$ cat config.mk
export PLATFORM = sky130hd
export DESIGN_NAME = utf8_to_json_escape_stream
export DESIGN_NICKNAME = d
export VERILOG_FILES = /design/src/rtl/u2j_pkg.sv /design/src/rtl/utf8_to_json_escape_stream.sv /design/src/rtl/u2j_front.sv /design/src/rtl/u2j_queue.sv /design/src/rtl/u2j_back.sv
export SDC_FILE = /design/constraint.sdc
export NUM_CORES = 1
export LEC_CHECK = 0
export BUFFER_PORTS_ARGS = -buffer_cell sky130_fd_sc_hd__buf_2
export CORE_ASPECT_RATIO = 0.9
export CORE_MARGIN = 4
export CORE_UTILIZATION = 40
export CTS_CLUSTER_SIZE = 25
export DETAILED_ROUTE_END_ITERATION = 8
export PLACE_DENSITY_LB_ADDON = 0.05
export SLEW_MARGIN = 20
export SYNTH_ARGS = -nofsm -noshare
export SYNTH_HDL_FRONTEND = slang
export SYNTH_SLANG_ARGS = --single-unit
$ cat constraint.sdc
create_clock -name clk -period 8.6 [get_ports clk]
set_input_delay 1.72 -clock clk [delete_from_list [all_inputs] [get_ports clk]]
set_output_delay 1.72 -clock clk [all_outputs]
set_load 0.02 [all_outputs]
$ cat src/rtl/u2j_pkg.sv
`timescale 1ns / 1ps
`default_nettype none

package u2j_pkg;

  // default depth of the job queue between decoder and emitter
  localparam int QUEUE_DEPTH_DEF = 4;

  localparam int CP_W      = 21;
  localparam int PAYLOAD_W = 20;

  // job kinds
  localparam logic [1:0] KIND_CHAR = 2'd0;  // one character as is
  localparam logic [1:0] KIND_ESC2 = 2'd1;  // backslash + one character
  localparam logic [1:0] KIND_HEX4 = 2'd2;  // \uXXXX
  localparam logic [1:0] KIND_PAIR = 2'd3;  // surrogate pair, payload = cp - 0x10000

  localparam logic [6:0] CH_BSLASH = 7'h5C;
  localparam logic [6:0] CH_U      = 7'h75;

  typedef struct packed {
    logic [1:0]           kind;
    logic [PAYLOAD_W-1:0] payload;
  } job_t;

  function automatic logic [6:0] hex_char(input logic [3:0] nib);
    logic [6:0] n7;
    n7 = {3'd0, nib};
    if (nib < 4'd10) begin
      return 7'h30 + n7;
    end else begin
      return 7'h57 + n7;
    end
  endfunction

endpackage

`default_nettype wire

$ cat src/rtl/utf8_to_json_escape_stream.sv
// A byte that completes a code point is pushed into the job queue; the emitter then
//   registers the first character of its job into the output register.
// Throughput: one byte per cycle in, one character per cycle out, each unless stalled;
//   a code point yields 1 to 12 characters, so the emitter paces the input via the queue.
// Input stalls only while the job queue (QUEUE_DEPTH entries) is full.
// Reset (rst, synchronous, active high) clears the decoder state, the queue and
//   the output valid flag; no clearing pass is needed.
`timescale 1ns / 1ps
`default_nettype none

module utf8_to_json_escape_stream import u2j_pkg::*; #(
  parameter int QUEUE_DEPTH = QUEUE_DEPTH_DEF
) (
  input  wire logic       clk,
  input  wire logic       rst,
  // byte side
  input  wire logic       byte_valid,
  output logic            byte_stall,
  input  wire logic [7:0] in_byte,
  // character side
  output logic            char_valid,
  input  wire logic       char_stall,
  output logic [6:0]      out_char,
  output logic            last_of_run
);

  logic accept;
  logic push;
  job_t push_job;
  job_t head;
  logic head_valid;
  logic pop;
  logic full;

  // stall comes straight from the queue's full flag (a register compare)
  assign byte_stall = full;
  assign accept     = byte_valid && !byte_stall;

  // front: UTF-8 gathering and classification into escape jobs
  u2j_front u_front (
    .clk     (clk),
    .rst     (rst),
    .accept  (accept),
    .in_byte (in_byte),
    .push    (push),
    .job     (push_job)
  );

  // job queue decouples decoder and emitter
  u2j_queue #(
    .DEPTH (QUEUE_DEPTH)
  ) u_queue (
    .clk      (clk),
    .rst      (rst),
    .push     (push),
    .push_job (push_job),
    .pop      (pop),
    .head     (head),
    .nonempty (head_valid),
    .full     (full)
  );

  // back: one character per cycle unless the output is stalled, the head job is popped with its last character
  u2j_back u_back (
    .clk         (clk),
    .rst         (rst),
    .head        (head),
    .head_valid  (head_valid),
    .pop         (pop),
    .char_valid  (char_valid),
    .char_stall  (char_stall),
    .out_char    (out_char),
    .last_of_run (last_of_run)
  );

endmodule

`default_nettype wire

$ cat src/rtl/u2j_front.sv
`timescale 1ns / 1ps
`default_nettype none

// UTF-8 decoder: gathers code points and classifies each into a job.
module u2j_front import u2j_pkg::*; (
  input  wire logic       clk,
  input  wire logic       rst,
  input  wire logic       accept,
  input  wire logic [7:0] in_byte,
  output logic            push,
  output job_t            job
);

  logic [CP_W-1:0] partial, partial_next;
  logic [1:0]      due, due_next;
  logic [CP_W-1:0] cp, cp_cont, cp_sup;
  logic            cont, done;

  always_comb begin
    cont    = (due != 2'd0);
    cp_cont = {partial[CP_W-7:0], in_byte[5:0]};
    cp      = cont ? cp_cont : {13'd0, in_byte};
    done    = cont ? (due == 2'd1) : (in_byte <= 8'h7F);
    cp_sup  = cp - 21'h10000;

    partial_next = partial;
    due_next     = due;
    if (cont) begin
      partial_next = cp_cont;
      due_next     = due - 2'd1;
    end else if (in_byte <= 8'h7F) begin
      partial_next = cp;
    end else if (in_byte >= 8'hC0 && in_byte <= 8'hDF) begin
      partial_next = {16'd0, in_byte[4:0]};
      due_next     = 2'd1;
    end else if (in_byte >= 8'hE0 && in_byte <= 8'hEF) begin
      partial_next = {17'd0, in_byte[3:0]};
      due_next     = 2'd2;
    end else if (in_byte >= 8'hF0 && in_byte <= 8'hF7) begin
      partial_next = {18'd0, in_byte[2:0]};
      due_next     = 2'd3;
    end

    job.kind    = KIND_HEX4;
    job.payload = {4'd0, cp[15:0]};
    if (cp <= 21'h7F) begin
      job.kind    = KIND_ESC2;
      case (cp[6:0])
        7'h0A:   job.payload = {13'd0, 7'h6E};  // n
        7'h0D:   job.payload = {13'd0, 7'h72};  // r
        7'h0C:   job.payload = {13'd0, 7'h66};  // f
        7'h08:   job.payload = {13'd0, 7'h62};  // b
        7'h2F:   job.payload = {13'd0, 7'h2F};
        7'h22:   job.payload = {13'd0, 7'h22};
        7'h5C:   job.payload = {13'd0, CH_BSLASH};
        default: begin
          if (cp[6:0] inside {[7'h20:7'h7E]}) begin
            job.kind    = KIND_CHAR;
            job.payload = {13'd0, cp[6:0]};
          end else begin
            job.kind    = KIND_HEX4;
            job.payload = {4'd0, cp[15:0]};
          end
        end
      endcase
    end else if (cp > 21'hFFFF) begin
      job.kind    = KIND_PAIR;
      job.payload = cp_sup[PAYLOAD_W-1:0];
    end

    // values past 0x10FFFF are dropped
    push = accept && done && (cp <= 21'h10FFFF);
  end

  always_ff @(posedge clk) begin
    if (rst) begin
      partial <= '0;
      due     <= 2'd0;
    end else if (accept) begin
      partial <= partial_next;
      due     <= due_next;
    end
  end

endmodule

`default_nettype wire

$ cat src/rtl/u2j_queue.sv
`timescale 1ns / 1ps
`default_nettype none

// Small job FIFO; head is visible without a read cycle.
module u2j_queue import u2j_pkg::*; #(
  parameter int DEPTH = QUEUE_DEPTH_DEF
) (
  input  wire logic clk,
  input  wire logic rst,
  input  wire logic push,
  input  job_t      push_job,
  input  wire logic pop,
  output job_t      head,
  output logic      nonempty,
  output logic      full
);

  localparam int PTR_W = (DEPTH > 1) ? $clog2(DEPTH) : 1;
  localparam int CNT_W = $clog2(DEPTH + 1);

  job_t             slots [DEPTH];
  logic [PTR_W-1:0] wr_ptr, rd_ptr;
  logic [CNT_W-1:0] count;

  assign head     = slots[rd_ptr];
  assign nonempty = (count != '0);
  assign full     = (count == CNT_W'(DEPTH));

  always_ff @(posedge clk) begin
    if (push) begin
      slots[wr_ptr] <= push_job;
    end
  end

  always_ff @(posedge clk) begin
    if (rst) begin
      wr_ptr <= '0;
      rd_ptr <= '0;
      count  <= '0;
    end else begin
      if (push) begin
        wr_ptr <= (wr_ptr == PTR_W'(DEPTH - 1)) ? '0 : wr_ptr + 1'b1;
      end
      if (pop) begin
        rd_ptr <= (rd_ptr == PTR_W'(DEPTH - 1)) ? '0 : rd_ptr + 1'b1;
      end
      if (push && !pop) begin
        count <= count + 1'b1;
      end else if (pop && !push) begin
        count <= count - 1'b1;
      end
    end
  end

endmodule

`default_nettype wire

$ cat src/rtl/u2j_back.sv
`timescale 1ns / 1ps
`default_nettype none

// Emitter: walks the head job one character per cycle, unless the output is stalled, into the output register.
module u2j_back import u2j_pkg::*; (
  input  wire logic       clk,
  input  wire logic       rst,
  input  job_t            head,
  input  wire logic       head_valid,
  output logic            pop,
  output logic            char_valid,
  input  wire logic       char_stall,
  output logic [6:0]      out_char,
  output logic            last_of_run
);

  logic [3:0]  pos;
  logic        hi_half, last, advance;
  logic [2:0]  sub;
  logic [15:0] word;
  logic [6:0]  ch, hex_ch;

  always_comb begin
    hi_half = (pos < 4'd6);
    sub     = hi_half ? pos[2:0] : 3'(pos - 4'd6);
    if (head.kind == KIND_PAIR) begin
      word = hi_half ? {6'b110110, head.payload[19:10]} : {6'b110111, head.payload[9:0]};
    end else begin
      word = head.payload[15:0];
    end

    case (sub)
      3'd0:    hex_ch = CH_BSLASH;
      3'd1:    hex_ch = CH_U;
      3'd2:    hex_ch = hex_char(word[15:12]);
      3'd3:    hex_ch = hex_char(word[11:8]);
      3'd4:    hex_ch = hex_char(word[7:4]);
      3'd5:    hex_ch = hex_char(word[3:0]);
      default: hex_ch = CH_BSLASH;
    endcase

    case (head.kind)
      KIND_CHAR: begin
        ch   = head.payload[6:0];
        last = 1'b1;
      end
      KIND_ESC2: begin
        ch   = (pos == 4'd0) ? CH_BSLASH : head.payload[6:0];
        last = (pos == 4'd1);
      end
      KIND_HEX4: begin
        ch   = hex_ch;
        last = (pos == 4'd5);
      end
      KIND_PAIR: begin
        ch   = hex_ch;
        last = (pos == 4'd11);
      end
      default: begin
        ch   = head.payload[6:0];
        last = 1'b1;
      end
    endcase

    advance = !char_valid || !char_stall;
    pop     = advance && head_valid && last;
  end

  always_ff @(posedge clk) begin
    if (rst) begin
      char_valid <= 1'b0;
      pos        <= 4'd0;
    end else if (advance) begin
      char_valid <= head_valid;
      if (head_valid) begin
        pos <= last ? 4'd0 : pos + 4'd1;
      end
    end
  end

  always_ff @(posedge clk) begin
    if (advance && head_valid) begin
      out_char    <= ch;
      last_of_run <= last;
    end
  end

endmodule

`default_nettype wire

==> results.py <==
metrics = {
    "power": {
        "sw_frac_of_total_pct": 32.4,
        "power.leakage_nw": 2.46,
        "intPower_mw": 1.35,
        "peakVddDrop_v": 0.000153,
        "p_total_mw": 2.00,
        "p_comb_share_pct": 29.8,
        "switching_power_mw": 0.649,
        "seq_power_share_pct": 38.0,
        "power.density_mw_per_mm2": 280,
        "power.share.clock_pct": 32.2,
    },
    "die": {
        "core.rowCount": 43,
        "initial_utilization_pct": 40.8,
        "die_y_um": 127,
        "core_area_mm2": 0.0154,
        "die_x_um": 140,
        "die_area_mm2": 0.0178,
        "io-pin-count": 22,
    },
    "clocking": {
        "path_clk_slew_ns": 0.06,
        "cts_resized": 0,
        "htree_levels": 4,
        "cts_tree": "yes",
        "clk_root_buffer_cell": "clkbuf_16",
        "cts_buffers": 17,
        "post_cts_buffers": 0,
        "cts_hold_buf": 0,
        "clkLatencyLatePin_ns": 0.41,
        "clk_path_buf_depth": 2,
        "clkSinkCount": 127,
    },
    "sta": {
        "hold_viol_final": 0,
        "fmax_mhz": 244,
        "rsz0062_at_grt": "false",
        "setup_viol": 0,
        "slew_violations": 0,
        "fin_crit_sh_pct": 47.6,
        "fin_setup_tns_ns": 0,
        "finalCriticalPeriod_ns": 4.09,
        "max_slew_margin_pct": 51.4,
        "finalClockSkew_ns": 0.00768,
        "tightest_slew_ns": 0.722,
    },
    "global_routing": {
        "grt_pass1_wl_mm": 22.9,
        "antenna_found_initial": 0,
        "grt.total_usage_pct": 16.5,
        "grt_pass1_vias": 4157,
        "grt-ovfl-total": 0,
        "grt_max_degree": 30,
    },
    "synth": {
        "ys_seq_elements": 127,
        "syn-num-nets": 540,
        "yosys_most_used_dff": "edfxtp_1",
        "synth_edf_count": 96,
        "synth_cells": 512,
        "synth_area_mm2": 0.00631,
        "avgSynthCellArea_um2": 12.3,
        "yosys.area.top_type": "edfxtp_1",
        "synth_top_area_share_pct": 45.7,
        "synth-async-reset-ratio_pct": 0,
        "synth_area_leaders": "edfxtp_1 (46%), dfxtp_1 (9.8%), mux4_2 (7.1%), ha_1 (3.0%), nor2_1 (2.8%)",
        "ys_seq_area_share_pct": 55.6,
        "ys_types": 70,
        "yosys_warnings": 0,
    },
    "worst_setup_path": {
        "worstPathArrival_ns": 4.43,
        "start_kind": "input port",
        "critPathKind": "in -> reg",
        "cp.required_ns": 8.94,
        "cp-end-kind": "flip-flop",
        "crit_path_max_fanout": 13,
    },
    "route": {
        "wl_mm": 13.9,
        "drc": 0,
        "dr.pass1.iters": 5,
        "vias_per_cell": 5.56,
        "drt-initial-drc-count": 232,
        "postRouteAntennaNets": 0,
        "num_vias": 4193,
        "wl_per_cell_um": 18.5,
    },
    "layout": {
        "nFillCells": 1423,
        "area_delta_synth_final_pct": 13.3,
        "fin_nets": 568,
        "drive_above_1_share_pct": 17.4,
        "n_antenna_cell": 0,
    },
    "min_path": {
        "hp-class": "reg -> reg",
    },
    "run_status": {
        "status": "finished clean",
    },
    "placement": {
        "port_buffers": 21,
        "hpwl_mm": 9.64,
        "place_congestion": 0.884,
    },
    "flow_run": {
        "cap_violations": 0,
    },
}
[worst max-delay path, cell delays in order]
cell      delay, ns
buf_2          0.20
nand3_1        0.13
nor2_1         0.15
and4bb_2       0.23
a21oi_1        0.06
a311oi_2       0.60
ha_1           0.29
inv_1          0.06
fa_1           0.37
xor2_1         0.18
or3_1          0.31
a21oi_1        0.13
[per-stage QoR]
step | util [%] | area, um^2 | setup WS (ns) | instances | hold slack (ns)
floorplan | - | 6310 | 4.35 | 512 | 0.444
global placement | 42.8 | 6620 | 4.12 | 723 | 0.452
detailed placement | 42.8 | 6620 | 4.08 | 723 | 0.465
CTS | 46.3 | 7140 | 4.50 | 754 | 0.475
global route | 46.3 | 7140 | 4.39 | 754 | 0.507
finish | 46.3 | 7140 | 4.51 | 754 | 0.472
[registers in the layout, indices dropped and copies added, names as in the netlist, 2 cells and up, named ones only]
register,count
u_queue.slots,88
u_front.partial,15
u_back.out_char,7
u_back.pos,4
u_queue.count,3
u_front.due,2
u_queue.rd_ptr,2
u_queue.wr_ptr,2
[placed cells by master (no fill, tap or decap), types with 6 or more instances in the layout]
| master | netlist | routed |
|---|---|---|
| edfxtp_1 | 96 | 96 |
| nor2_1 | 47 | 47 |
| nand2_1 | 42 | 42 |
| a21oi_1 | 34 | 34 |
| dfxtp_1 | 31 | 31 |
| o21ai_0 | 22 | 22 |
| buf_2 | 3 | 21 |
| mux4_2 | 20 | 20 |
| mux2i_1 | 17 | 17 |
| clkbuf_16 | 0 | 17 |
| and2_1 | 16 | 16 |
| ha_1 | 15 | 15 |
| nand3_1 | 13 | 13 |
| inv_1 | 11 | 11 |
| nor2b_1 | 8 | 8 |
| nand2b_1 | 8 | 8 |
| buf_4 | 0 | 8 |
| nand4_1 | 7 | 7 |
| a211oi_1 | 6 | 6 |
| a31oi_1 | 6 | 6 |
[final timing paths]
kind         slack [ns]                              from                                to  cells after the start
min reg2reg        0.47  u_front.partial[11]$_SDFFE_PP0P_  u_front.partial[11]$_SDFFE_PP0P_                      2
max reg2reg        4.97       u_front.due[0]$_SDFFE_PP0P_     u_queue.count[2]$_SDFFE_PP0P_                     13
max                4.51                        in_byte[5]     u_queue.count[2]$_SDFFE_PP0P_                     12
min                0.47  u_front.partial[11]$_SDFFE_PP0P_  u_front.partial[11]$_SDFFE_PP0P_                      2
[layer usage]
layer	track usage (%)	wire length, um	part of all wire, %	vias up
met5	0	0	0	-
met3	3.63	426	3.1	11
met4	5.64	136	0.98	0
li1	-	-	-	2028
met2	25.8	6600	47	73
met1	22.9	6780	49	2081
[cells by family (layout without fill, tap and decap cells)]
logic type / Yosys count / count (layout) / synth area share (%)
fa+ha+maj: 16 / 16 / 3.29
simple gates: 171 / 171 / 13.7
compound gates: 115 / 115 / 12.3
xor+xnor: 9 / 9 / 1.25
buf+inv: 31 / 71 / 2.38
mux: 43 / 43 / 11.5
flops: 127 / 127 / 55.6
[cells in the mapped netlist, types with 3 or more instances]
cell type / count
buf_6: 4
nand3_1: 13
clkbuf_1: 13
buf_2: 3
o22ai_1: 3
nor4_1: 3
nand2b_1: 8
o21ai_1: 3
nor2_1: 47
and2_1: 16
xor2_1: 4
a21o_1: 4
a31oi_1: 6
dfxtp_1: 31
edfxtp_1: 96
o31ai_1: 3
a211oi_1: 6
xnor2_1: 5
a21oi_1: 34
or2_2: 3
a311oi_1: 3
o211ai_1: 3
o21a_1: 3
nand4_1: 7
inv_1: 11
o21ai_0: 22
nor3_1: 5
ha_1: 15
nor2b_1: 8
mux4_2: 20
mux2i_1: 17
nand2_1: 42
[layout make-up]
| cell class | count | area [um^2] | area share [%] |
|---|---|---|---|
| Inverter | 11 | 41.3 | 0.578 |
| Multi-Input combinational cell | 354 | 2650 | 37.1 |
| Timing Repair Buffer | 29 | 165 | 2.31 |
| Clock inverter | 13 | 100 | 1.40 |
| Tap cell | 202 | 253 | 3.54 |
| Sequential cell | 127 | 3500 | 49.0 |
| Clock buffer | 18 | 429 | 6.01 |
[power groups by stage]
stage	Clock (mW)	Sequential [mW]	Combinational, mW
after floorplan	0	0.792	0.440
after global placement	0	0.772	0.602
after detailed placement	0	0.773	0.602
after CTS	0.659	0.761	0.605
after global routing	0.690	0.768	0.663
final	0.645	0.760	0.597
Note: power is estimated with default switching activity, not from simulation.
